### src/wsc_pkg.sv
// Shared types and constants for the windowed spot centroid unit.
package wsc_pkg;

  // Input item kinds.
  localparam logic OP_WRITE = 1'b0;
  localparam logic OP_QUERY = 1'b1;

  // Configuration register indexes.
  localparam logic [1:0] REG_WIDTH  = 2'd0;
  localparam logic [1:0] REG_HEIGHT = 2'd1;
  localparam logic [1:0] REG_RADIUS = 2'd2;

  // Fixed field widths.
  localparam int POS_W  = 17;
  localparam int ADDR_W = 18;
  localparam int VAL_W  = 16;
  localparam int DIM_W  = 10;
  localparam int RAD_W  = 6;

  // Commands from the controller to the datapath.
  typedef struct packed {
    logic load;       // capture the query and set up the window
    logic acc;        // accumulate one window pixel
    logic div_start;  // begin the two divisions
    logic div_step;   // one quotient bit
    logic finish;     // form the result
  } wsc_cmd_t;

  // Status from the datapath to the controller.
  typedef struct packed {
    logic win_done;   // last window pixel accumulated
    logic win_empty;  // window holds no pixel
    logic div_done;   // last quotient bit produced
  } wsc_sts_t;

endpackage

### src/wsc_ctrl.sv
// Controller state machine for the windowed spot centroid unit.
module wsc_ctrl
  import wsc_pkg::*;
(
  input  logic     clk,
  input  logic     rst_n,
  input  logic     in_fire,
  input  logic     in_query,
  input  logic     in_skip,
  input  logic     out_free,
  input  wsc_sts_t sts,
  output wsc_cmd_t cmd,
  output logic     busy,
  output logic     emit_skip,
  output logic     emit_calc
);

  typedef enum logic [6:0] {
    S_IDLE  = 7'b0000001,
    S_ACC   = 7'b0000010,
    S_DRAIN = 7'b0000100,
    S_PREP  = 7'b0001000,
    S_DIV   = 7'b0010000,
    S_FIN   = 7'b0100000,
    S_EMIT  = 7'b1000000
  } state_t;

  state_t state_r, state_nxt;

  always_ff @(posedge clk) begin
    if (!rst_n) state_r <= S_IDLE;
    else        state_r <= state_nxt;
  end

  // Sequencing of window walk, division and result hand-off.
  always_comb begin
    state_nxt = state_r;
    cmd = '0;
    emit_skip = 1'b0;
    emit_calc = 1'b0;
    unique case (state_r)
      S_IDLE: begin
        if (in_fire && in_query) begin
          if (in_skip) emit_skip = 1'b1;
          else begin
            cmd.load = 1'b1;
            state_nxt = sts.win_empty ? S_PREP : S_ACC;
          end
        end
      end
      S_ACC: begin
        cmd.acc = 1'b1;
        if (sts.win_done) state_nxt = S_DRAIN;
      end
      // The last window pixel is added to the sums in this cycle.
      S_DRAIN: begin
        state_nxt = S_PREP;
      end
      S_PREP: begin
        cmd.div_start = 1'b1;
        state_nxt = S_DIV;
      end
      S_DIV: begin
        cmd.div_step = 1'b1;
        if (sts.div_done) state_nxt = S_FIN;
      end
      S_FIN: begin
        cmd.finish = 1'b1;
        state_nxt = S_EMIT;
      end
      S_EMIT: begin
        if (out_free) begin
          emit_calc = 1'b1;
          state_nxt = S_IDLE;
        end
      end
      default: state_nxt = S_IDLE;
    endcase
  end

  assign busy = (state_r != S_IDLE);

endmodule

### config.mk
export PLATFORM = sky130hd
export DESIGN_NAME = wsc_ctrl
export DESIGN_NICKNAME = d
export VERILOG_FILES = /design/src/wsc_pkg.sv /design/src/wsc_ctrl.sv
export SDC_FILE = /design/constraint.sdc
export NUM_CORES = 1
export LEC_CHECK = 0
export BUFFER_PORTS_ARGS = -buffer_cell sky130_fd_sc_hd__buf_2
export CAP_MARGIN = 40
export CORE_AREA = 3 3 40 42
export DETAILED_ROUTE_END_ITERATION = 8
export DIE_AREA = 0 0 43 45
export GPL_TIMING_DRIVEN = 0
export PLACE_DENSITY = 0.65
export SYNTH_ARGS = -nofsm -noshare
export SYNTH_HDL_FRONTEND = slang
export SYNTH_SLANG_ARGS = --single-unit
### constraint.sdc
create_clock -name clk -period 1.95 [get_ports clk]
set_input_delay 0.39 -clock clk [delete_from_list [all_inputs] [get_ports clk]]
set_output_delay 0.39 -clock clk [all_outputs]
set_load 0.01 [all_outputs]
## Yosys cells after proc, flatten, opt, wreduce, memory -nomap -nowiden

Index checks and enable logic that the tools add are counted.

- Bits of input ports: 9
- Word-level logic and storage cells: 35
- Output and inout port bits: 8
- Flip-flop bits (word level): 7

- Reduce and logical (&&, ||, !) cells: 2
- Multiplexer cells: 19
- Eq/ne operators: 13

Operators with widths:

| cell | count |
|---|---|
| one-hot mux 7 bit (7 select lines) | 1 |
| two-way mux 7 bit | 5 |
| two-way mux 1 bit | 12 |
| inequality test 2 bit, second input constant | 5 |
| == test 7 x 1 -> 1 bit, second input constant | 1 |
| == test 7 x 2 -> 1 bit, second input constant | 1 |
| == test 7 x 3 -> 1 bit, second input constant | 1 |
| == test 7 x 4 -> 1 bit, second input constant | 1 |
| == test 7 x 5 -> 1 bit, second input constant | 1 |
| == test 7 x 6 -> 1 bit, second input constant | 1 |
| == test 7 bit, second input constant | 1 |
| inequality test 7 x 1 -> 1 bit, second input constant | 1 |
| AND reduction 5 bit | 1 |
| two-way mux 4 bit | 1 |
| logical AND 1 bit | 1 |

## Longest topological paths before layout

- Word-level depth: 4
- Gate-level depth with buffers: 5
- Gate-level depth less buffers: 4

## Worst setup path after synthesis

Ideal clock, no wire load.

- Kind: reg-to-output
- From: register state_r[4]
- To: output port cmd[0] (netlist bit)
- Setup slack: 0.379 ns
- Path buffers: 1
- Required time: 1.560 ns
- Arrival time: 1.181 ns
- Cell stages (with the launch flop): 5
- Cell sequence: dfxtp_1 clkbuf_1 nor3_4 nand2_1 nor3b_1

RTL lines:

| item | RTL line | RTL |
|---|---|---|
| start, declared | wsc_ctrl.sv:28 | `state_t state_r, state_nxt;` |
| start signal, assigned | wsc_ctrl.sv:32 | `else state_r <= state_nxt;` |
| end, declared | wsc_ctrl.sv:12 | `output wsc_cmd_t cmd,` |

==> metrics.txt <==
Num CTS Buffers=3; # resized after CTS=0; clock root cell=clkbuf_4; Avg WL per Cell=12.6 um; ratio of cells with drive above 1 in the final layout=34.9%; RSZ-0062 raised after global routing=false; R2R cell count=5; Setup crit start=state_r[5]$_SDFFE_PN0P_; Diodes inserted=0; Detail Placement HPWL=985 um; placed insts=96; Top Registers=state_r: 7 flops; Initial Util=43.3%; Final #Nets=96; CTS tree=done; grt total ovfl=0; YS warnings=0; dominant synthesized flop cell=dfxtp_1; Post-synth ARST share=0%; dpl ws=roughly 0.14 ns; CP required=1.56 ns; Peak Freq=531 MHz; part of the Yosys area used for sequential elements=25.2%; Fillers=140; leakage power=roughly 0.33 nW; worst reg2reg path startpoint=state_r[0]$_SDFFE_PN1P_; Biggest register=state_r; Initial DRC Count=10; number of flip-flops in the largest register=7; reg-to-reg slack, setup=0.44 ns; syn avg cell area=8.57 um^2; hold path depth=2; outcome=complete, no violations; Die X-Extent=roughly 43 um; final wirelength=1.27 mm; CP Max Fanout=9; final non-filler cell total=roughly 100; Critical Path End Type=primary output; power per cell area=549 nW/um^2; Total GRT Usage=15.2%; synthesized flop and latch total=7; Tmin final=around 1.9 ns; largest net degree at the start of global routing=11; R2R Path End=state_r[1]$_SDFFE_PN0P_; area of the core=~1300 um^2; WP data arrival=roughly 1.5 ns; via count=between 500 and 600; Hold Vio Cnt, Final=0; RePlAce Congestion=0.732; # port buffers=16; deepest level of the CTS H-tree=1; Clock Latency Late Sink=0.25 ns; Crit Path Category=reg2out; Post-synth EDFFs=0; Worst Setup EP=cmd[1]; number of distinct library cells after synthesis=34; antenna-violating nets left=0; via-per-instance ratio=5.25; peak supply drop=0.369 mV; cell row count=13; vias in the first global route=476; Worst-path clk slew=roughly 0.060 ns; DIE HEIGHT=45 um; hold_buf cts=0; Least-Margin Pin Slew=0.380 ns; Worst Skew=about 0.0039 ns; Max Root-Sink Buffers=2; Max-Cap Viols=0; die area=1940 um^2; DRC=0; startpoint types=flip-flop; Hold Path Class=in2reg; Post-Syn Area=557 um^2; max-slew violations=0; TritonCTS Sinks=7; Syn Inst Count=65; setup violators final=0; antenna violations before repair=0; synthesized net count=74; period utilisation layout=96.5%; Multi-input gate area=369 um^2; Ports=17; Final WS setup=0.0685 ns; FF/Latch Area=around 140 um^2; TritonRoute pass-1 iters=4; Slew headroom=74.6%; final core utilization=53.9%; area delta synth->final=24.5%; Setup TNS Final=0 ns; global-route wire length before repair=2.17 mm
[how the worst min path moves through the flow]
stage               startpoint                 endpoint  slack, ns
detailed placement       rst_n  state_r[0]$_SDFFE_PN1P_       0.63
CTS                      rst_n  state_r[0]$_SDFFE_PN1P_       0.36
global route             rst_n  state_r[0]$_SDFFE_PN1P_       0.39
global placement         rst_n  state_r[0]$_SDFFE_PN1P_       0.63
finish                   rst_n  state_r[0]$_SDFFE_PN1P_       0.37
floorplan                rst_n  state_r[0]$_SDFFE_PN1P_       0.47
[power breakdown]
part           leakage, nW  switching, mW  internal, mW
sequential          0.0567        0.00373         0.148
combinational        0.261         0.0495        0.0469
clock               0.0150         0.0547        0.0782
total                0.332          0.108         0.273
[logic make-up (layout without fill, tap and decap cells)]
logic type	Yosys count	after routing	synth area share [%]
simple gates	38	38	48.3
compound gates	12	12	16.4
flops	7	7	25.2
buf+inv	7	28	8.54
xor+xnor	1	1	1.57
[through the flow]
stage                     power, mW  area (um^2)  hold slack (ns)
after detailed placement      0.245          656            0.627
after CTS                     0.382          689            0.364
after global routing          0.404          693            0.389
after global placement        0.244          656            0.626
after floorplan               0.218          557            0.468
final                         0.381          693            0.369
[Yosys cell counts (2+ instances only)]
cell	instances	area [um^2]
a21boi_0	2	15.0
and3_1	2	12.5
buf_2	2	10.0
dfxtp_1	7	140
inv_1	2	7.51
nand2_1	5	18.8
nand3_1	3	15.0
nand3b_1	2	15.0
nor2_1	8	30.0
nor3_1	2	10.0
nor3b_1	4	30.0
nor4b_1	2	17.5
o21a_1	2	15.0
o21ai_0	2	10.0
[layout by cell type (no fill, tap or decap)]
cell	n
nor3b_1	4
nor2_1	8
o2111a_1	1
nand4b_1	1
or3_1	1
buf_4	2
nand2_1	5
or3_2	1
dfxtp_1	7
nor4b_1	2
nand4bb_1	1
and3_1	2
o21ai_0	2
o211ai_1	1
and4_1	1
buf_8	1
inv_1	2
buf_6	1
and4b_1	1
o21a_1	2
a211oi_1	1
nor4_4	1
nor3_1	2
nor3_4	1
nand3_1	3
o311ai_1	1
nor4b_4	1
nand3b_1	2
nand2_2	1
clkbuf_4	3
buf_2	18
a21boi_0	2
clkbuf_1	1
xor2_1	1
a21boi_1	1
a211o_1	1
[final cells by class]
| class | count | area share, % |
|---|---|---|
| Buffer | 4 | 5.23 |
| Clock buffer | 4 | 3.79 |
| Inverter | 2 | 1.08 |
| Multi-Input combinational cell | 51 | 53.2 |
| Sequential cell | 7 | 20.2 |
| Tap cell | 15 | 2.71 |
| Timing Repair Buffer | 18 | 13.7 |
[what timing repair did]
item,CTS,global route
endpoints found under the setup margin,1,3
setup buffers,1,1
cloned,0,0
pin swaps,1,1
[per-layer routing]
metal	part of all wire, %	track usage, %	wire length [um]	up-vias
met1	50	20.8	639	236
met2	45	22.5	575	9
met5	0	0	0	-
met4	0	7.23	0	0
met3	4.6	3.59	58	0
li1	-	-	-	285
[worst max-delay path, cell delays in order, from the launching register on]
cell and delay (ns):
dfxtp_1 0.31, buf_8 0.14, nor4_4 0.32, buf_4 0.18, and3_1 0.16, buf_2 0.13
Note: power is estimated with default switching activity, not from simulation.
